--- src/rtl/iir_direct_form_one_filter_assert.svh ---
// ----------------------------------------------------------------------------
// IIR filter assertion macros
// Concurrent assertion macros shared by the filter's modules. Defining
// NO_ASSERTIONS leaves every use empty.
// ----------------------------------------------------------------------------
`ifndef IIR_DIRECT_FORM_ONE_FILTER_ASSERT_SVH
`define IIR_DIRECT_FORM_ONE_FILTER_ASSERT_SVH
`ifndef NO_ASSERTIONS
`define IIR_ASSERT(lbl, prop, msg) \
    lbl: assert property (@(posedge i_clk) disable iff (!i_rst_n) prop) else $error(msg);
`define IIR_ASSERT_NOW(lbl, cond, msg) \
    lbl: assert property (@(posedge i_clk) disable iff (!i_rst_n) (cond)) else $error(msg);
`else
`define IIR_ASSERT(lbl, prop, msg)
`define IIR_ASSERT_NOW(lbl, cond, msg)
`endif
`endif

--- src/rtl/iir_pkg.sv ---
// ----------------------------------------------------------------------------
// IIR filter package
// Widths, register indexes, state types and control structs of the filter.
// ----------------------------------------------------------------------------
`default_nettype none

package iir_pkg;

    localparam int SAMPLE_W   = 16;
    localparam int COEF_W     = 18;
    localparam int ACC_W      = 38;
    localparam int DIGIT_W    = 4;
    localparam int DIGIT_LOG  = 2;
    localparam int N_DIGITS   = SAMPLE_W / DIGIT_W;
    localparam int DCNT_W     = $clog2(N_DIGITS);
    localparam int QUO_W      = 17;
    localparam int QCNT_W     = $clog2(QUO_W);
    localparam int HIST_DEPTH = 3;
    localparam int CFG_IDX_W  = 3;

    localparam logic [CFG_IDX_W-1:0] REG_NUM_COEF_0 = 3'd0;
    localparam logic [CFG_IDX_W-1:0] REG_NUM_COEF_1 = 3'd1;
    localparam logic [CFG_IDX_W-1:0] REG_NUM_COEF_2 = 3'd2;
    localparam logic [CFG_IDX_W-1:0] REG_DEN_COEF_0 = 3'd3;
    localparam logic [CFG_IDX_W-1:0] REG_DEN_COEF_1 = 3'd4;
    localparam logic [CFG_IDX_W-1:0] REG_DEN_COEF_2 = 3'd5;

    localparam logic signed [COEF_W-1:0]   COEF_ONE   = 18'sd16384;
    localparam logic signed [SAMPLE_W-1:0] SAMPLE_MAX = 16'sh7FFF;
    localparam logic signed [SAMPLE_W-1:0] SAMPLE_MIN = 16'sh8000;
    localparam logic [QUO_W-1:0]           QUO_POS_LIM = 17'd32767;
    localparam logic [QUO_W-1:0]           QUO_NEG_LIM = 17'd32768;

    typedef enum logic [2:0] {
        ST_IDLE,
        ST_MAC,
        ST_MAC_WAIT,
        ST_DIV,
        ST_DIV_WAIT
    } t_ctl_state;

    typedef enum logic [1:0] {
        DV_IDLE,
        DV_RANGE,
        DV_ITER,
        DV_DONE
    } t_div_state;

    typedef struct packed {
        logic clear;
        logic start;
        logic sub;
    } t_mac_ctl;

    typedef struct packed {
        logic busy;
        logic done;
    } t_mac_sts;

    typedef struct packed {
        logic signed [SAMPLE_W-1:0] sample;
        logic                       clipped;
        logic                       divide_fault;
    } t_div_res;

endpackage

`default_nettype wire

--- src/rtl/iir_mac.sv ---
// ----------------------------------------------------------------------------
// IIR digit-serial multiply-accumulate
// Multiplies a coefficient by a sample four bits a cycle and adds or
// subtracts each partial product into the running accumulator.
// ----------------------------------------------------------------------------
`default_nettype none

module iir_mac
    import iir_pkg::*;
(
    input  wire logic                       i_clk,
    input  wire logic                       i_rst_n,
    input  wire t_mac_ctl                   i_ctl,
    input  wire logic signed [COEF_W-1:0]   i_coef,
    input  wire logic signed [SAMPLE_W-1:0] i_sample,
    output t_mac_sts                        o_sts,
    output logic signed [ACC_W-1:0]         o_acc
);

    logic                              r_busy;
    logic [DCNT_W-1:0]                 r_cnt;
    logic signed [COEF_W-1:0]          r_coef;
    logic [SAMPLE_W-1:0]               r_mplr;
    logic                              r_sub;
    logic signed [ACC_W-1:0]           r_acc;

    logic                              w_top;
    logic signed [DIGIT_W:0]           w_digit;
    logic signed [COEF_W+DIGIT_W:0]    w_term;
    logic signed [ACC_W-1:0]           w_ext;
    logic signed [ACC_W-1:0]           w_shifted;
    logic signed [ACC_W-1:0]           n_acc;

    assign w_top     = (r_cnt == DCNT_W'(N_DIGITS - 1));
    assign w_digit   = signed'({w_top & r_mplr[DIGIT_W-1], r_mplr[DIGIT_W-1:0]});
    assign w_term    = r_coef * w_digit;
    assign w_ext     = ACC_W'(w_term);
    assign w_shifted = w_ext <<< {r_cnt, {DIGIT_LOG{1'b0}}};
    assign n_acc     = r_sub ? (r_acc - w_shifted) : (r_acc + w_shifted);

    always_ff @(posedge i_clk) begin
        if (!i_rst_n) begin
            r_busy <= 1'b0;
            r_cnt  <= '0;
        end else if (i_ctl.start) begin
            r_busy <= 1'b1;
            r_cnt  <= '0;
        end else if (r_busy) begin
            r_cnt <= r_cnt + 1'b1;
            if (w_top) begin
                r_busy <= 1'b0;
            end
        end
    end

    always_ff @(posedge i_clk) begin
        if (i_ctl.clear) begin
            r_acc <= '0;
        end else if (r_busy) begin
            r_acc <= n_acc;
        end
        if (i_ctl.start) begin
            r_coef <= i_coef;
            r_mplr <= i_sample;
            r_sub  <= i_ctl.sub;
        end else if (r_busy) begin
            r_mplr <= r_mplr >> DIGIT_W;
        end
    end

    assign o_sts.busy = r_busy;
    assign o_sts.done = r_busy && w_top;
    assign o_acc      = r_acc;

endmodule

`default_nettype wire

--- src/rtl/iir_div.sv ---
// ----------------------------------------------------------------------------
// IIR serial divider
// Divides the accumulator by a0 one quotient bit a cycle, truncating toward
// zero, and saturates the quotient to a 16-bit sample; a zero a0 raises a divide fault.
// ----------------------------------------------------------------------------
`default_nettype none
`include "iir_direct_form_one_filter_assert.svh"

module iir_div
    import iir_pkg::*;
(
    input  wire logic                     i_clk,
    input  wire logic                     i_rst_n,
    input  wire logic                     i_start,
    input  wire logic signed [ACC_W-1:0]  i_acc,
    input  wire logic signed [COEF_W-1:0] i_den0,
    output logic                          o_done,
    output t_div_res                      o_res
);

    t_div_state          r_state;
    t_div_state          n_state;
    logic [ACC_W-1:0]    r_num_mag;
    logic [COEF_W-1:0]   r_den_mag;
    logic                r_neg;
    logic                r_fault;
    logic                r_ovf;
    logic [COEF_W:0]     r_rem;
    logic [QUO_W-1:0]    r_low;
    logic [QUO_W-1:0]    r_q;
    logic [QCNT_W-1:0]   r_cnt;

    logic [ACC_W-1:0]    w_acc_mag;
    logic [COEF_W-1:0]   w_den_mag;
    logic [ACC_W-1:0]    w_lim;
    logic                w_ovf;
    logic [COEF_W:0]     w_den_ext;
    logic [COEF_W:0]     w_trial;
    logic                w_ge;
    logic                w_last;
    logic [QUO_W-1:0]    w_q_neg;

    assign w_acc_mag = i_acc[ACC_W-1] ? (~i_acc + 1'b1) : i_acc;
    assign w_den_mag = i_den0[COEF_W-1] ? (~i_den0 + 1'b1) : i_den0;
    assign w_lim     = {{(ACC_W-COEF_W-QUO_W){1'b0}}, r_den_mag, {QUO_W{1'b0}}};
    assign w_ovf     = (r_num_mag >= w_lim);
    assign w_den_ext = {1'b0, r_den_mag};
    assign w_trial   = {r_rem[COEF_W-1:0], r_low[QUO_W-1]};
    assign w_ge      = (w_trial >= w_den_ext);
    assign w_last    = (r_cnt == QCNT_W'(QUO_W - 1));
    assign w_q_neg   = ~r_q + 1'b1;

    always_comb begin
        n_state = r_state;
        unique case (r_state)
            DV_IDLE: begin
                if (i_start) begin
                    n_state = DV_RANGE;
                end
            end
            DV_RANGE: begin
                n_state = (r_fault || w_ovf) ? DV_DONE : DV_ITER;
            end
            DV_ITER: begin
                if (w_last) begin
                    n_state = DV_DONE;
                end
            end
            DV_DONE: begin
                n_state = DV_IDLE;
            end
            default: begin
                n_state = DV_IDLE;
            end
        endcase
    end

    always_comb begin
        o_done             = (r_state == DV_DONE);
        o_res.clipped      = 1'b0;
        o_res.divide_fault = 1'b0;
        o_res.sample       = '0;
        if (r_fault) begin
            o_res.divide_fault = 1'b1;
        end else if (r_ovf) begin
            o_res.clipped = 1'b1;
            o_res.sample  = r_neg ? SAMPLE_MIN : SAMPLE_MAX;
        end else if (r_neg) begin
            if (r_q > QUO_NEG_LIM) begin
                o_res.clipped = 1'b1;
                o_res.sample  = SAMPLE_MIN;
            end else begin
                o_res.sample = signed'(w_q_neg[SAMPLE_W-1:0]);
            end
        end else begin
            if (r_q > QUO_POS_LIM) begin
                o_res.clipped = 1'b1;
                o_res.sample  = SAMPLE_MAX;
            end else begin
                o_res.sample = signed'(r_q[SAMPLE_W-1:0]);
            end
        end
    end

    always_ff @(posedge i_clk) begin
        if (!i_rst_n) begin
            r_state <= DV_IDLE;
            r_fault <= 1'b0;
            r_ovf   <= 1'b0;
            r_neg   <= 1'b0;
        end else begin
            r_state <= n_state;
            if (r_state == DV_IDLE && i_start) begin
                r_neg   <= i_acc[ACC_W-1] ^ i_den0[COEF_W-1];
                r_fault <= (i_den0 == '0);
                r_ovf   <= 1'b0;
            end else if (r_state == DV_RANGE) begin
                r_ovf <= w_ovf && !r_fault;
            end
        end
    end

    always_ff @(posedge i_clk) begin
        unique case (r_state)
            DV_IDLE: begin
                r_num_mag <= w_acc_mag;
                r_den_mag <= w_den_mag;
            end
            DV_RANGE: begin
                r_rem <= r_num_mag[QUO_W +: COEF_W+1];
                r_low <= r_num_mag[QUO_W-1:0];
                r_q   <= '0;
                r_cnt <= '0;
            end
            DV_ITER: begin
                r_rem <= w_ge ? (w_trial - w_den_ext) : w_trial;
                r_low <= {r_low[QUO_W-2:0], 1'b0};
                r_q   <= {r_q[QUO_W-2:0], w_ge};
                r_cnt <= r_cnt + 1'b1;
            end
            DV_DONE: begin
            end
            default: begin
            end
        endcase
    end

    `IIR_ASSERT_NOW(a_rem_below_divisor, (r_state != DV_ITER) || (r_rem < w_den_ext), "Partial remainder is not below the divisor.")
    `IIR_ASSERT_NOW(a_flags_exclusive, !(o_done && o_res.clipped && o_res.divide_fault), "Clip and divide fault raised together.")
    `IIR_ASSERT(a_start_when_idle, i_start |-> (r_state == DV_IDLE), "Division started while busy.")

endmodule

`default_nettype wire

--- src/rtl/iir_direct_form_one_filter.sv ---
// ----------------------------------------------------------------------------
// Direct form I IIR filter
// Three-tap direct form I filter with Q14 coefficients, a digit-serial
// multiply-accumulate unit and a bit-serial divider by a0.
//
//   Channel  Direction  Handshake                  Payload
//   cfg      in         i_cfg_valid / o_cfg_ready  i_cfg_index, i_cfg_data
//   in       in         i_in_valid / o_in_ready    i_sample_in
//   out      out        o_out_valid / i_out_ready  o_sample_out, o_clipped,
//                                                  o_divide_fault
//
// Each accepted sample runs its products one after another through the four-bit
// serial multiplier and then the sum through the one-bit-per-cycle divider,
// which skips its iterations on overflow or a zero a0. Reset is synchronous,
// clears the histories and sets the first numerator and denominator
// coefficients to one and the others to zero.
// A new sample is taken only once the previous one has left the divider; the
// divider waits while the output register still holds an unaccepted beat.
// ----------------------------------------------------------------------------
`default_nettype none
`include "iir_direct_form_one_filter_assert.svh"

module iir_direct_form_one_filter
    import iir_pkg::*;
#(
    parameter int NUM_TAPS = 3,
    parameter int DEN_TAPS = 3
) (
    input  wire logic                        i_clk,
    input  wire logic                        i_rst_n,
    input  wire logic                        i_cfg_valid,
    output logic                             o_cfg_ready,
    input  wire logic [CFG_IDX_W-1:0]        i_cfg_index,
    input  wire logic [COEF_W-1:0]           i_cfg_data,
    input  wire logic                        i_in_valid,
    output logic                             o_in_ready,
    input  wire logic signed [SAMPLE_W-1:0]  i_sample_in,
    output logic                             o_out_valid,
    input  wire logic                        i_out_ready,
    output logic signed [SAMPLE_W-1:0]       o_sample_out,
    output logic                             o_clipped,
    output logic                             o_divide_fault
);

    localparam int NT = (NUM_TAPS < 1) ? 1 :
                        ((NUM_TAPS > HIST_DEPTH) ? HIST_DEPTH : NUM_TAPS);
    localparam int DT = (DEN_TAPS < 1) ? 1 :
                        ((DEN_TAPS > HIST_DEPTH) ? HIST_DEPTH : DEN_TAPS);
    localparam int NP    = NT + DT - 1;
    localparam int TAP_W = (NP > 1) ? $clog2(NP) : 1;

    t_ctl_state                  r_state;
    t_ctl_state                  n_state;
    logic [TAP_W-1:0]            r_tap;
    logic signed [COEF_W-1:0]    r_num [HIST_DEPTH];
    logic signed [COEF_W-1:0]    r_den [HIST_DEPTH];
    logic signed [SAMPLE_W-1:0]  r_x [NT];
    logic signed [SAMPLE_W-1:0]  r_y [DT];
    logic                        r_out_valid;
    logic signed [SAMPLE_W-1:0]  r_sample_out;
    logic                        r_clipped;
    logic                        r_divide_fault;

    logic signed [COEF_W-1:0]    w_pcoef [NP];
    logic signed [SAMPLE_W-1:0]  w_psamp [NP];
    logic [NP-1:0]               w_psub;
    logic signed [COEF_W-1:0]    w_coef;
    logic signed [SAMPLE_W-1:0]  w_samp;
    logic                        w_sub;
    logic                        w_accept;
    logic                        w_last_tap;
    logic                        w_out_free;
    t_mac_ctl                    w_mac_ctl;
    t_mac_sts                    w_mac_sts;
    logic signed [ACC_W-1:0]     w_acc;
    logic                        w_div_start;
    logic                        w_div_done;
    t_div_res                    w_div_res;

    for (genvar g = 0; g < NP; g++) begin : g_prod
        if (g < NT) begin : g_num
            assign w_pcoef[g] = r_num[g];
            assign w_psamp[g] = r_x[g];
            assign w_psub[g]  = 1'b0;
        end else begin : g_den
            assign w_pcoef[g] = r_den[g-NT+1];
            assign w_psamp[g] = r_y[g-NT+1];
            assign w_psub[g]  = 1'b1;
        end
    end

    always_comb begin
        w_coef = '0;
        w_samp = '0;
        w_sub  = 1'b0;
        for (int p = 0; p < NP; p++) begin
            if (r_tap == TAP_W'(p)) begin
                w_coef = w_pcoef[p];
                w_samp = w_psamp[p];
                w_sub  = w_psub[p];
            end
        end
    end

    assign w_accept   = i_in_valid && o_in_ready;
    assign w_last_tap = (r_tap == TAP_W'(NP - 1));
    assign w_out_free = !r_out_valid || i_out_ready;

    always_comb begin
        n_state = r_state;
        unique case (r_state)
            ST_IDLE: begin
                if (i_in_valid) begin
                    n_state = ST_MAC;
                end
            end
            ST_MAC: begin
                n_state = ST_MAC_WAIT;
            end
            ST_MAC_WAIT: begin
                if (w_mac_sts.done) begin
                    n_state = w_last_tap ? ST_DIV : ST_MAC;
                end
            end
            ST_DIV: begin
                if (w_out_free) begin
                    n_state = ST_DIV_WAIT;
                end
            end
            ST_DIV_WAIT: begin
                if (w_div_done) begin
                    n_state = ST_IDLE;
                end
            end
            default: begin
                n_state = ST_IDLE;
            end
        endcase
    end

    always_comb begin
        o_in_ready      = (r_state == ST_IDLE);
        w_mac_ctl.clear = (r_state == ST_IDLE) && i_in_valid;
        w_mac_ctl.start = (r_state == ST_MAC);
        w_mac_ctl.sub   = w_sub;
        w_div_start     = (r_state == ST_DIV) && w_out_free;
    end

    always_ff @(posedge i_clk) begin
        if (!i_rst_n) begin
            r_state     <= ST_IDLE;
            r_tap       <= '0;
            r_out_valid <= 1'b0;
        end else begin
            r_state <= n_state;
            if (w_accept) begin
                r_tap <= '0;
            end else if (r_state == ST_MAC_WAIT && w_mac_sts.done && !w_last_tap) begin
                r_tap <= r_tap + 1'b1;
            end
            if (r_state == ST_DIV_WAIT && w_div_done) begin
                r_out_valid <= 1'b1;
            end else if (i_out_ready) begin
                r_out_valid <= 1'b0;
            end
        end
    end

    always_ff @(posedge i_clk) begin
        if (!i_rst_n) begin
            for (int i = 0; i < HIST_DEPTH; i++) begin
                r_num[i] <= '0;
                r_den[i] <= '0;
            end
            r_num[0] <= COEF_ONE;
            r_den[0] <= COEF_ONE;
        end else if (i_cfg_valid && o_cfg_ready) begin
            unique case (i_cfg_index)
                REG_NUM_COEF_0: r_num[0] <= signed'(i_cfg_data);
                REG_NUM_COEF_1: r_num[1] <= signed'(i_cfg_data);
                REG_NUM_COEF_2: r_num[2] <= signed'(i_cfg_data);
                REG_DEN_COEF_0: r_den[0] <= signed'(i_cfg_data);
                REG_DEN_COEF_1: r_den[1] <= signed'(i_cfg_data);
                REG_DEN_COEF_2: r_den[2] <= signed'(i_cfg_data);
                default: begin
                end
            endcase
        end
    end

    always_ff @(posedge i_clk) begin
        if (!i_rst_n) begin
            for (int i = 0; i < NT; i++) begin
                r_x[i] <= '0;
            end
            for (int i = 0; i < DT; i++) begin
                r_y[i] <= '0;
            end
        end else begin
            if (w_accept) begin
                r_x[0] <= i_sample_in;
                for (int i = 1; i < NT; i++) begin
                    r_x[i] <= r_x[i-1];
                end
                for (int i = 1; i < DT; i++) begin
                    r_y[i] <= r_y[i-1];
                end
            end
            if (r_state == ST_DIV_WAIT && w_div_done) begin
                r_y[0] <= w_div_res.sample;
            end
        end
    end

    always_ff @(posedge i_clk) begin
        if (r_state == ST_DIV_WAIT && w_div_done) begin
            r_sample_out   <= w_div_res.sample;
            r_clipped      <= w_div_res.clipped;
            r_divide_fault <= w_div_res.divide_fault;
        end
    end

    iir_mac u_mac (
        .i_clk    (i_clk),
        .i_rst_n  (i_rst_n),
        .i_ctl    (w_mac_ctl),
        .i_coef   (w_coef),
        .i_sample (w_samp),
        .o_sts    (w_mac_sts),
        .o_acc    (w_acc)
    );

    iir_div u_div (
        .i_clk   (i_clk),
        .i_rst_n (i_rst_n),
        .i_start (w_div_start),
        .i_acc   (w_acc),
        .i_den0  (r_den[0]),
        .o_done  (w_div_done),
        .o_res   (w_div_res)
    );

    assign o_cfg_ready    = 1'b1;
    assign o_out_valid    = r_out_valid;
    assign o_sample_out   = r_sample_out;
    assign o_clipped      = r_clipped;
    assign o_divide_fault = r_divide_fault;

    `IIR_ASSERT(a_mac_idle_on_start, w_mac_ctl.start |-> !w_mac_sts.busy, "Product started while the multiplier was busy.")
    `IIR_ASSERT(a_slot_free_on_result, (r_state == ST_DIV_WAIT) && w_div_done |-> !r_out_valid, "Result arrived while the output beat was still held.")
    `IIR_ASSERT(a_accept_starts_mac, w_accept |=> (r_state == ST_MAC) && (r_tap == '0), "Accepted beat did not start the first product.")

endmodule

`default_nettype wire
--- config.mk ---
export PLATFORM = sky130hd
export DESIGN_NAME = iir_direct_form_one_filter
export DESIGN_NICKNAME = d
export VERILOG_FILES = /design/src/rtl/iir_pkg.sv /design/src/rtl/iir_mac.sv /design/src/rtl/iir_div.sv /design/src/rtl/iir_direct_form_one_filter.sv
export VERILOG_INCLUDE_DIRS = /design/src /design/src/rtl
export SDC_FILE = /design/constraint.sdc
export NUM_CORES = 1
export LEC_CHECK = 0
export BUFFER_PORTS_ARGS = -buffer_cell sky130_fd_sc_hd__buf_4
export CORE_MARGIN = 5
export CORE_UTILIZATION = 64
export DETAILED_ROUTE_END_ITERATION = 16
export GPL_TIMING_DRIVEN = 1
export MAX_ROUTING_LAYER = met4
export PLACE_DENSITY = 0.81
export SYNTH_ARGS = -nofsm -noshare
export SYNTH_HDL_FRONTEND = slang
export SYNTH_SLANG_ARGS = --single-unit
export TNS_END_PERCENT = 50
--- constraint.sdc ---
create_clock -name i_clk -period 8.3 [get_ports i_clk]
set_input_delay 2.49 -clock i_clk [delete_from_list [all_inputs] [get_ports i_clk]]
set_output_delay 2.49 -clock i_clk [all_outputs]
set_load 0.02 [all_outputs]
## Word-level counts from Yosys, hierarchy flattened

Memories as Yosys holds them, arrays and structs flattened.
Index checks and enable logic that the tools add are counted.

| operators by class | value |
|---|---|
| add/subtract/negate cells | 9 |
| multiply operators | 1 |
| order comparisons | 4 |
| equality and inequality tests | 24 |
| shift-type cells | 1 |
| multiplexer cells | 90 |
| bitwise gates (word level) | 20 |
| reduce and logical (&&, ||, !) cells | 26 |

Operators with widths:

| kind | count |
|---|---|
| $mux 16 | 16 |
| $mux 18 | 14 |
| $mux 17 | 4 |
| $pmux 17 s2 | 2 |
| $mux 1 | 41 |
| $add 38x1->38 const B | 1 |
| $add 38x38->38 | 1 |
| $ge 38x35->1 | 1 |
| $mux 38 | 1 |
| $not 38->38 | 1 |
| $sshl 23x4->38 | 1 |
| $sub 38x38->38 | 1 |
| $mux 37 | 1 |
| $pmux 18 s2 | 1 |
| $mul 18x5->23 | 1 |
| $ge 19x18->1 | 1 |
| $add 18x1->18 const B | 1 |
| $eq 3x2->1 const B | 6 |
| $logic_not 18->1 | 1 |
| $not 18->18 | 1 |
| $sub 18x18->18 | 1 |
| $gt 17x15->1 const B | 1 |
| $gt 17x16->1 const B | 1 |
| $add 16x1->16 const B | 1 |
| other kinds (29) | 74 |

| word-level totals | value |
|---|---|
| register bits after elaboration | 219 |
| memory bits (writable) | 204 |
| input port bits | 42 |
| output and inout bits | 21 |
| word-level logic and storage cells | 203 |
| memories kept | 4 |

Memories:

| name | depth | width | read ports | clocked after Yosys merged registers in | wr ports | line | RTL |
|---|---|---|---|---|---|---|---|
| r_den | 3 | 18 | 3 | 0 | 3 | iir_direct_form_one_filter.sv:56 | `logic signed [COEF_W-1:0] r_den [HIST_DEPTH];` |
| r_num | 3 | 18 | 3 | 0 | 3 | iir_direct_form_one_filter.sv:55 | `logic signed [COEF_W-1:0] r_num [HIST_DEPTH];` |
| r_x | 3 | 16 | 3 | 0 | 3 | iir_direct_form_one_filter.sv:57 | `logic signed [SAMPLE_W-1:0] r_x [NT];` |
| r_y | 3 | 16 | 3 | 0 | 3 | iir_direct_form_one_filter.sv:58 | `logic signed [SAMPLE_W-1:0] r_y [DT];` |

## Longest topological paths before layout

Gate-level depths: netlist of the first run.

| depth | value |
|---|---|
| word-level depth | 7 |
| depth in mapped cells | 32 |
| gate-level depth less buffers | 30 |

## Modules after synthesis

A second synthesis of the first run with hierarchy kept.

| second synthesis, totals | value |
|---|---|
| cells, all modules | 2696 |
| area, all modules | 27664.0 µm² |

By module, submodules not included:

| module | times used | cells each | area an instance (µm²) | seq. area each (µm²) |
|---|---|---|---|---|
| iir_direct_form_one_filter | 1 | 725 | 9982.1 | 6806.5 |
| iir_mac | 1 | 1193 | 9783.1 | 1871.8 |
| iir_div | 1 | 778 | 7898.8 | 3493.4 |

## Least setup slack after synthesis of the first run

OpenSTA, ideal clock, no wires.

| path | value |
|---|---|
| path kind | register -> register |
| start point | register u_mac.r_cnt[0] |
| end point | register u_mac.r_acc[37] (netlist: u_mac.o_acc[37]) |
| setup time | 0.072 ns |
| arrival time | 7.590 ns |
| data required time | 8.228 ns |
| path slack | 0.639 ns |
| stages on the path, launching flop included | 32 |
| buffers on the path | 2 |
| clock period less this slack | 7.661 ns |
| cell sequence | dfxtp_1 > ha_1 > nand2_1 > clkbuf_1 > nor2_1 > fa_1 > inv_1 > fa_1 > fa_1 > inv_1 > ha_1 > buf_2 > a21o_1 > a311o_1 > a221o_1 > o41ai_2 > xnor2_1 > o221ai_2 > nand4_1 > and4bb_2 > a21oi_1 > xnor2_1 > ha_1 > and3_1 > a221oi_1 > nor2b_1 > a211o_1 > a31oi_1 > a311oi_1 > o21a_1 > mux2i_1 > mux2i_1 |

| on the way | value |
|---|---|
| word-level cells in the longest chain between the ends | 6 |
| elaborated cells between the ends (all ways) | 7 |
| classes of those cells | add/sub: 2; mul: 1; eq/ne: 1; shift: 1; mux: 1; bitwise: 1 |

RTL lines:

| what | line | RTL |
|---|---|---|
| from (decl) | iir_mac.sv:21 | `logic [DCNT_W-1:0] r_cnt;` |
| from (signal assigned) | iir_mac.sv:49 | `r_cnt <= r_cnt + 1'b1;` |
| $eq 2x2->1 | iir_mac.sv:34 | `assign w_top = (r_cnt == DCNT_W'(N_DIGITS - 1));` |
| $and 1x1->1 | iir_mac.sv:35 | `assign w_digit = signed'({w_top & r_mplr[DIGIT_W-1], r_mplr[DIGIT_W-1:0]});` |
| $mul 18x5->23 | iir_mac.sv:36 | `assign w_term = r_coef * w_digit;` |
| $sshl 23x4->38 (*) | iir_mac.sv:38 | `assign w_shifted = w_ext <<< {r_cnt, {DIGIT_LOG{1'b0}}};` |
| $add 38x38->38 or $sub 38x38->38 (tied branches) | iir_mac.sv:39 | `assign n_acc = r_sub ? (r_acc - w_shifted) : (r_acc + w_shifted);` |
| $mux 38 (*) | iir_mac.sv:39 |  |
| to (signal assigned) | iir_mac.sv:60 | `r_acc <= n_acc;` |
| to (decl) | iir_mac.sv:25 | `logic signed [ACC_W-1:0] r_acc;` |

Every way passes the cells marked *; elsewhere a longest branch is shown, timed or not.
A chain may end at the register's enable or synchronous reset.

## Worst setup path in the final report of the first run

Same ends and word-level chain as after synthesis.

==> flow_summary_export.csv, run 1 <==
group,metric,value,unit
outcome,status,"finished clean",
logic_synthesis,synth_nets,2916,
critical_path,start_kind,"register",
clocking,root_buffer,"clkbuf_16",
critical_path,slowest_stage,"fa_1",
finish,drive_above_1_share,9.84,%
logic_synthesis,seq_area_frac_synth,45.0,%
detailed_routing,first_iter_violations,2084,
detailed_routing,firstDrtPassIters,6,
finish,num_antenna_cells,0,
critical_path,cp-end-kind,"register",
sta,fin_crit_sh,95.3,%
detailed_routing,ant_nets,0,
clocking,htreeDepth,2,
logic_synthesis,synth_edf_count,370,
global_route,track_usage,28.4,%
finish,area_growth,10.5,%
finish,fill_cells,2978,
critical_path,crit_type,"register to register",
clocking,clock_latency,0.61,ns
logic_synthesis,yosys.area.top_type_share,41.1,%
detailed_routing,via_count,20500,
critical_path,slowest_delay,0.54,ns
clocking,hold_buffers,0,
logic_synthesis,yosysMostFrequentCell,"edfxtp_1",
flow_run,drv_cap,0,
placed_design,gp_congestion,0.956,
global_route,overflow,0,
global_route,grt_pass1_vias,20000,
clocking,cts_buffers,45,
critical_path,cp.required,8.81,ns
sta,setup_tns,0,ns
logic_synthesis,syn_avg_cell_area,10.1,um^2
clocking,cts.clk_slew.worst_paths,0.06,ns
logic_synthesis,yosysTopAreaCell,"edfxtp_1",
floorplanning,rows,75,
logic_synthesis,syn_inst,2685,
detailed_routing,via_per_inst,6.21,
finish,final_cell_area,29900,um^2
logic_synthesis,yosys_warnings,0,
clocking,cts_tree,"done",
detailed_routing,drc,0,
placed_design,dp_hpwl,47300,um
global_route,antenna_found_initial,0,
floorplanning,io_pins,63,
detailed_routing,drt_wl_total,65500,um
global_route,grt_busiest_layer,"met2",
sta,final.min_clock_period,7.91,ns
sta,finalMaxSlewViolations,0,
clocking,clockBufferDepth,3,
min_path,hold_class,"register to register",
floorplanning,core-area,41900,um^2
critical_path,critPathTopFamily,"adder cells",
sta,worstMarginPinSlew,1.21,ns
sta,setup_viol_count_final,0,
logic_synthesis,synth_ff_type,"edfxtp_1",
global_route,met1_usage,37.7,%
global_route,grt_pass1_wl,105000,um
floorplanning,die_w,216,um
sta,relSlewSlack,18.8,%
sta,fmax,126,MHz
logic_synthesis,ys_ff_latch,423,
logic_synthesis,synthArstFlopShare,0,%
global_route,grt_use_met2,46.8,%
global_route,grt_max_degree,86,
critical_path,crit_fanout,18,
global_route,use_met3,3.34,%
floorplanning,dieArea,46500,um^2
logic_synthesis,ys_top_cells_by_count,"370 x edfxtp_1, 238 x and2_1, 208 x nor2_1, 171 x nand2_1, 170 x inv_1",
finish,layout.nets,2947,
floorplanning,die_h,216,um
logic_synthesis,synth_cell_types,79,
detailed_routing,routedWlPerCell,19.9,um
critical_path,critPathBufInv,4,
logic_synthesis,syn-cell-area,27000,um^2
floorplanning,start_util,64.6,%
placed_design,io_buffers,61,
clocking,cts_sinks,423,
sta,fin_skew,0.0428,ns
sta,timing_hold_violations_final,0,
critical_path,arrival,8.42,ns
logic_synthesis,synthTopCellsByArea,"edfxtp_1 41%, ha_1 6.1%, and2_1 5.5%",
placed_design,dpl-instance-area,28100,um^2
## cells by family after synthesis
kind of cell	Yosys count	share of synthesized area, %
simple gates	927	18.0
compound gates	624	14.8
flops	423	45.0
buf+inv	303	4.26
fa+ha+maj	189	10.4
xor+xnor	140	4.53
mux	78	2.98
other cells	1	0.0139
## what timing repair did
| item | in CTS | in global routing |
|---|---|---|
| buffers inserted | 0 | 4 |
| setup endpoints to repair | 0 | 11 |
| gates resized for setup | 0 | 34 |
## layout make-up
class                           instances  area (um^2)  area share, %
Inverter                              171          642           2.15
Multi-Input combinational cell       1959        13900           46.5
Clock buffer                           54         1180           3.95
Sequential cell                       423        12200           40.7
Timing Repair Buffer                  116          875           2.93
Clock inverter                         30          442           1.48
Tap cell                              539          674           2.26
## metal layers
layer  up-vias  share of wire [%]
met3       127                5.5
met1      9907                 43
met4         0                2.7
met5         -                  0
li1       9704                  -
met2       716                 49
## through the flow
stage          util [%]  std cells  setup slack, ns  hold slack [ns]
3_3_place_gp       67.1       3203            0.457            0.476
5_1_grt            71.4       3292          -0.0307            0.491
4_1_cts            71.0       3287           0.0407            0.483
6_report           71.4       3292            0.387            0.482
2_1_floorplan         -       2685            0.639            0.426
3_5_place_dp       67.1       3203            0.171            0.472
## flip-flops by register name (all words and copies together) (netlist names), 2 cells and up
register,count
o_sample_out,16
r_den,54
r_num,54
r_state,3
r_tap,3
r_x,48
r_y,48
u_div.r_cnt,5
u_div.r_den_mag,18
u_div.r_low,17
u_div.r_num_mag,38
u_div.r_q,17
u_div.r_rem,18
u_div.r_state,2
u_mac.o_acc,38
u_mac.r_cnt,2
u_mac.r_coef,18
u_mac.r_mplr,16
## worst register-to-register path: cells and delay by family, from the launching register on
family	cells	cell delay (ns)
AOI/OAI and AO/OA	8	2.12
xor gates and xnor gates	1	0.15
and+or+nand+nor	10	1.78
muxes	2	0.36
buffers and inverters	4	0.54
DFF	1	0.31
adders and majority gates	6	2.53
## worst paths after layout
| path | startpoint | to | slack [ns] | cells after the start |
|---|---|---|---|---|
| setup / recovery | u_mac.r_cnt[0] | u_mac.o_acc[37] | 0.39 | 31 |
| hold / removal | u_mac.o_acc[0] | u_div.r_num_mag[0] | 0.48 | 0 |
| setup reg to reg | u_mac.r_cnt[0] | u_mac.o_acc[37] | 0.39 | 31 |
| hold reg to reg | u_mac.o_acc[0] | u_div.r_num_mag[0] | 0.48 | 0 |
## cells in the final DEF (no fill, tap or decap), types with 17 or more instances in the layout
cell / count
edfxtp_1: 370
and2_1: 238
nor2_1: 207
inv_1: 170
nand2_1: 167
a21oi_1: 166
ha_1: 126
o21ai_0: 118
buf_4: 114
xnor2_1: 99
and3_1: 67
mux2i_1: 57
fa_1: 57
dfxtp_1: 52
a21o_1: 51
clkbuf_16: 45
nor3_1: 44
a211oi_1: 43
xor2_1: 40
a22oi_1: 38
nand3_1: 28
o211ai_1: 27
o21a_1: 25
a31oi_1: 25
or3_1: 25
nand2b_1: 25
o31ai_1: 21
mux2_2: 21
nor2b_1: 17
Power of run 1 is left out: the tool's default activity adds up to more than one toggle a clock period on the data nets, which glitch-free logic cannot reach.
==> inputs of run 2 (changes only) <==
- CELL_PAD_IN_SITES_DETAIL_PLACEMENT: not set -> 1
- CELL_PAD_IN_SITES_GLOBAL_PLACEMENT: not set -> 1
- CORE_UTILIZATION: 64 -> 34
- CTS_BUF_LIST: not set -> sky130_fd_sc_hd__clkbuf_8
- PLACE_DENSITY: 0.81 -> not set
- PLACE_DENSITY_LB_ADDON: not set -> 0.1
==> run 2 against run 1 <==
  * Worst hold slack worse by 0.024 ns
  * Clock skew is 0.0057 ns lower
  * Global-route usage is 10 points lower
  * Count of clock-buffer cells in the layout is 32 higher
  * Critical path depth is 3 lower
  * Wire length is 19% higher
  * Cell area is 2.4% higher
  * Sequential share of layout area is 0.96 points lower
  * Setup slack worse by 0.020 ns
  * Cell count is 18% higher
  * Highest routed layer unchanged
  * Critical path type unchanged
  * Flip-flop and latch count stayed put
  * Register-to-register slack worse by 0.02 ns
==> flow_summary_export.csv, run 2 (synthesis results as in run 1) <==
group,metric,value,unit
floorplanning,die_h,292,um
min_path,hold_class,"register to register",
power_and_ir_drop,power_density,456,nW/um^2
flow_run,drv_cap,0,
finish,multiInputGateArea,14000,um^2
global_route,overflow,0,
critical_path,critPathTopFamily,"compound AO/OA/AOI/OAI gates",
sta,finalMaxSlewViolations,0,
detailed_routing,via_per_inst,5.23,
floorplanning,dieArea,85300,um^2
finish,area_growth,13.2,%
sta,setup_tns,0,ns
clocking,htreeDepth,3,
placed_design,dpl-instance-area,28800,um^2
global_route,grt_max_degree,83,
sta,fin_crit_sh,95.6,%
global_route,grt_pass1_wl,123000,um
outcome,status,"finished clean",
critical_path,arrival,8.53,ns
detailed_routing,routedWlPerCell,20.1,um
clocking,clock_latency,0.70,ns
critical_path,cp.required,8.89,ns
critical_path,crit_type,"register to register",
detailed_routing,ant_nets,0,
sta,worstMarginPinSlew,1.30,ns
critical_path,cp-end-kind,"register",
power_and_ir_drop,total_power,14000,uW
finish,fill_cells,8836,
sta,setup_viol_count_final,0,
finish,reg_top3,"r_den (54), r_num (54)",
detailed_routing,via_count,20300,
critical_path,slowest_delay,0.55,ns
critical_path,start_kind,"register",
placed_design,gp_congestion,0.864,
finish,final_cell_area,30600,um^2
detailed_routing,drt_wl_total,78000,um
global_route,grt_pass1_vias,21400,
detailed_routing,first_iter_violations,889,
finish,drive_above_1_share,11.7,%
placed_design,dp_hpwl,57200,um
clocking,cts.clk_slew.worst_paths,0.06,ns
critical_path,slowest_stage,"fa_1",
critical_path,r2r_setup_slack,0.37,ns
power_and_ir_drop,ir_drop,0.203,mV
finish,layout_commonest_cell,"edfxtp_1",
floorplanning,core-area,79000,um^2
clocking,cts_tree,"done",
detailed_routing,drc,0,
detailed_routing,firstDrtPassIters,5,
placed_design,place_ws,-0.0330,ns
clocking,root_buffer,"clkbuf_8",
placed_design,io_buffers,61,
finish,layout.nets,2998,
finish,fin_cells,3877,
floorplanning,io_pins,63,
clocking,hold_buffers,0,
sta,fmax,126,MHz
sta,final.min_clock_period,7.93,ns
floorplanning,start_util,34.2,%
sta,relSlewSlack,10.9,%
clocking,clockBufferDepth,3,
sta,timing_hold_violations_final,0,
floorplanning,die_w,292,um
sta,layout_setup_ws,0.368,ns
critical_path,crit_fanout,5,
sta,fin_skew,0.0371,ns
floorplanning,rows,103,
global_route,track_usage,18.4,%
placed_design,post-place-cells,3726,
clocking,cts_sinks,423,
clocking,cts_buffers,82,
global_route,antenna_found_initial,1,
critical_path,path_common_cell,"fa_1",
critical_path,critPathBufInv,1,
finish,regArea,12200,um^2
finish,layout_common_cells,"370 x edfxtp_1, 238 x and2_1, 206 x nor2_1",
power_and_ir_drop,leakagePower,0.0125,uW
run 2: cell types whose count changed in the layout (fill, tap and decap cells not counted), moves of 3 or more:
cell	previous run	this run
bufinv_16	9	2
inv_1	170	197
buf_4	114	129
clkbuf_16	45	0
clkbuf_8	2	86
clkinv_1	8	12
a211oi_1	43	40
clkbuf_1	7	0
a211oi_2	1	4
run 2: power breakdown:
group | switching (uW) | internal (uW) | total (uW)
Combinational | 5230 | 3540 | 8770
Sequential | 329 | 2890 | 3220
Clock | 942 | 1030 | 1970
run 2: metrics by stage:
stage          hold slack [ns]  utilization [%]
4_1_cts                  0.457             38.4
3_5_place_dp             0.451             36.5
2_1_floorplan            0.426                -
3_3_place_gp             0.452             36.5
5_1_grt                  0.464             38.8
6_report                 0.457             38.8
run 2: timing repair:
action                                  in CTS  in global routing
pin swaps                                    0                 11
setup buffers                                0                  7
endpoints found under the setup margin       2                  9
gates resized for setup                      1                 46
run 2: final cells by class:
cell class / instances / share of cell area [%]
inverters: 171 / 2.10
diodes: 2 / 0.0163
clock inverters: 56 / 1.09
repair buffers: 130 / 3.21
well taps: 1050 / 4.29
clock buffers: 86 / 3.87
multi-input cells: 1959 / 45.7
flip-flops and latches: 423 / 39.8
run 2: metal layers:
layer  track usage [%]  share of wire (%)
met5                 -                  0
met4              4.59                2.1
met3              2.53                2.9
met2              28.9                 46
met1              25.3                 49
run 2: path summary, 6_finish.rpt:
check	startpoint	endpoint	cells after the start
worst min-delay path	u_mac.o_acc[0]	u_div.r_num_mag[0]	0
worst min register to register	u_mac.o_acc[0]	u_div.r_num_mag[0]	0
worst max-delay path	u_mac.r_cnt[0]	u_mac.o_acc[37]	28
worst max register to register	u_mac.r_cnt[0]	u_mac.o_acc[37]	28
No activity file was read; power rests on OpenSTA's default activity.
==> inputs of run 3 (changes only) <==
- CORE_UTILIZATION: 34 -> 52
- RECOVER_POWER: not set -> 100
==> run 3 against run 2 <==
  * The run now ends with capacitance limit, slew limit left
  * Cell count shrank 9.9%
  * Clock skew grew 0.025 ns
  * Die area shrank 34%
  * Core utilization grew 19 points
  * First-iteration DRC count grew 56%
  * Fmax shrank 0.96%
  * Critical path depth is the same
==> flow_summary_export.csv, run 3 (synthesis results as in run 1) <==
group,metric,value,unit
outcome,status,"finished with violations",
outcome,violations,"capacitance limit, slew limit",
sta,setup_viol_count_final,0,
detailed_routing,via_per_inst,5.92,
critical_path,slowest_delay,0.57,ns
critical_path,r2r_setup_slack,0.29,ns
finish,reg_top3,"r_den (54), r_num (54)",
detailed_routing,ant_nets,0,
critical_path,slowest_stage,"fa_1",
finish,fill_cells,5696,
floorplanning,io_pins,63,
critical_path,r2r-start,"u_mac.r_cnt[1]",
placed_design,place_ws,-0.151,ns
sta,finalMaxSlewViolations,486,
sta,timing_hold_violations_final,0,
placed_design,dp_hpwl,54400,um
global_route,track_usage,26.7,%
finish,num_antenna_cells,0,
clocking,hold_buffers,0,
finish,layout.nets,2983,
finish,area_growth,10.1,%
detailed_routing,firstDrtPassIters,5,
floorplanning,core-area,51400,um^2
sta,layout_setup_ws,0.290,ns
global_route,overflow,0,
clocking,cts_sinks,423,
critical_path,start_kind,"register",
clocking,clockBufferDepth,3,
floorplanning,start_util,52.6,%
floorplanning,die_w,238,um
sta,fmax,125,MHz
sta,fin_crit_sh,96.5,%
critical_path,r2r_cells,28,
clocking,htreeDepth,3,
sta,worstMarginPinSlew,3.50,ns
global_route,grt_max_degree,84,
detailed_routing,routedWlPerCell,21.4,um
sta,holdWs,0.455,ns
detailed_routing,drc,0,
detailed_routing,first_iter_violations,1383,
min_path,min-delay-start,"u_mac.o_acc[0]",
detailed_routing,via_count,20700,
clocking,cts_buffers,75,
power_and_ir_drop,total_power,13700,uW
sta,setup_tns,0,ns
flow_run,drv_cap,11,
sta,fin_skew,0.0623,ns
floorplanning,dieArea,56700,um^2
power_and_ir_drop,leakagePower,0.0121,uW
finish,layout_common_cells,"370 x edfxtp_1, 208 x nor2_1, 201 x inv_1",
finish,drive_above_1_share,9.46,%
finish,layout_commonest_cell,"edfxtp_1",
power_and_ir_drop,power_density,460,nW/um^2
detailed_routing,drt_wl_total,74800,um
critical_path,crit_type,"register to register",
critical_path,arrival,8.59,ns
global_route,grt_pass1_vias,22000,
placed_design,io_buffers,61,
critical_path,reg2reg_to,"u_mac.o_acc[37]",
sta,relSlewSlack,-134,%
floorplanning,rows,83,
global_route,antenna_found_initial,0,
critical_path,path_common_cell,"fa_1",
sta,final.min_clock_period,8.01,ns
critical_path,cp-end-kind,"register",
clocking,root_buffer,"clkbuf_8",
clocking,clock_latency,0.68,ns
critical_path,cp.required,8.88,ns
min_path,hold_class,"register to register",
min_path,hold_end,"u_div.r_num_mag[0]",
critical_path,crit_fanout,4,
min_path,min_path_cells,0,
power_and_ir_drop,ir_drop,0.183,mV
global_route,grt_pass1_wl,119000,um
placed_design,gp_congestion,0.895,
floorplanning,die_h,238,um
clocking,cts_tree,"done",
clocking,cts.clk_slew.worst_paths,0.06,ns
run 3: cell types whose count changed in the layout (fill, tap and decap cells not counted), sizes merged:
cell / before / now
clkinvlp: 1 / 2
diode: 2 / 0
clkinv: 21 / 24
inv: 203 / 204
clkbuf: 86 / 114
buf: 130 / 86
bufinv: 2 / 1
run 3: timing repair:
action | CTS | global route
endpoints found under the hold margin | 0 | 0
setup buffers | 0 | 13
pin swaps | 0 | 22
setup endpoints to repair | 2 | 13
gates resized for setup | 4 | 45
run 3: layout make-up:
| type | count | area, um^2 | area share, % |
|---|---|---|---|
| clock buffer | 78 | 1070 | 3.60 |
| clock inverter | 60 | 287 | 0.962 |
| inverter | 171 | 642 | 2.16 |
| multi-input combinational | 1959 | 13900 | 46.8 |
| sequential | 423 | 12200 | 40.9 |
| tap | 680 | 851 | 2.86 |
| timing repair buffer | 122 | 810 | 2.72 |
run 3: per-stage QoR:
stage / util, % / instance area (um^2) / std cells
2_1_floorplan: - / 27000 / 2685
3_3_place_gp: 55.0 / 28300 / 3342
3_5_place_dp: 55.0 / 28300 / 3342
4_1_cts: 57.7 / 29600 / 3480
5_1_grt: 57.9 / 29800 / 3493
6_report: 57.9 / 29800 / 3493
run 3: worst max path at each step:
| stage | from | end | slack, ns | cells past startpoint |
|---|---|---|---|---|
| 2_1_floorplan | u_mac.r_cnt[0] | u_mac.o_acc[37] | 0.64 | 31 |
| 5_1_grt | u_mac.r_cnt[1] | u_mac.o_acc[37] | -0.05 | 30 |
| 3_3_place_gp | u_mac.r_cnt[0] | u_mac.o_acc[37] | 0.17 | 30 |
| 4_1_cts | u_mac.r_cnt[1] | u_mac.o_acc[37] | 0.008 | 28 |
| 6_report | u_mac.r_cnt[1] | u_mac.o_acc[37] | 0.29 | 28 |
| 3_5_place_dp | u_mac.r_cnt[1] | u_mac.o_acc[37] | -0.15 | 28 |
run 3: report_power, final:
| part | switching (uW) | total [uW] | leakage, uW | internal [uW] |
|---|---|---|---|---|
| logic | 5180 | 8610 | 0.00712 | 3430 |
| clock network | 895 | 1800 | 0.000810 | 908 |
| registers | 354 | 3280 | 0.00416 | 2920 |
run 3: layer usage:
metal	track usage (%)	up-vias	share of wire [%]
li1	-	9806	-
met1	33.9	10300	44
met2	44.7	417	49
met3	3.76	139	4.0
met4	8.64	0	3.1
met5	-	-	0
run 3: worst max-delay path: cells and delay by family, from the launching register on:
kind / cells / cell delay [ns]
AO/OA/AOI/OAI: 11 / 2.93
adder cells (fa/ha/maj): 6 / 2.51
AND/OR/NAND/NOR: 6 / 1.26
multiplexers: 2 / 0.41
XOR/XNOR: 2 / 0.38
flip-flops: 1 / 0.35
buffers and inverters: 1 / 0.07
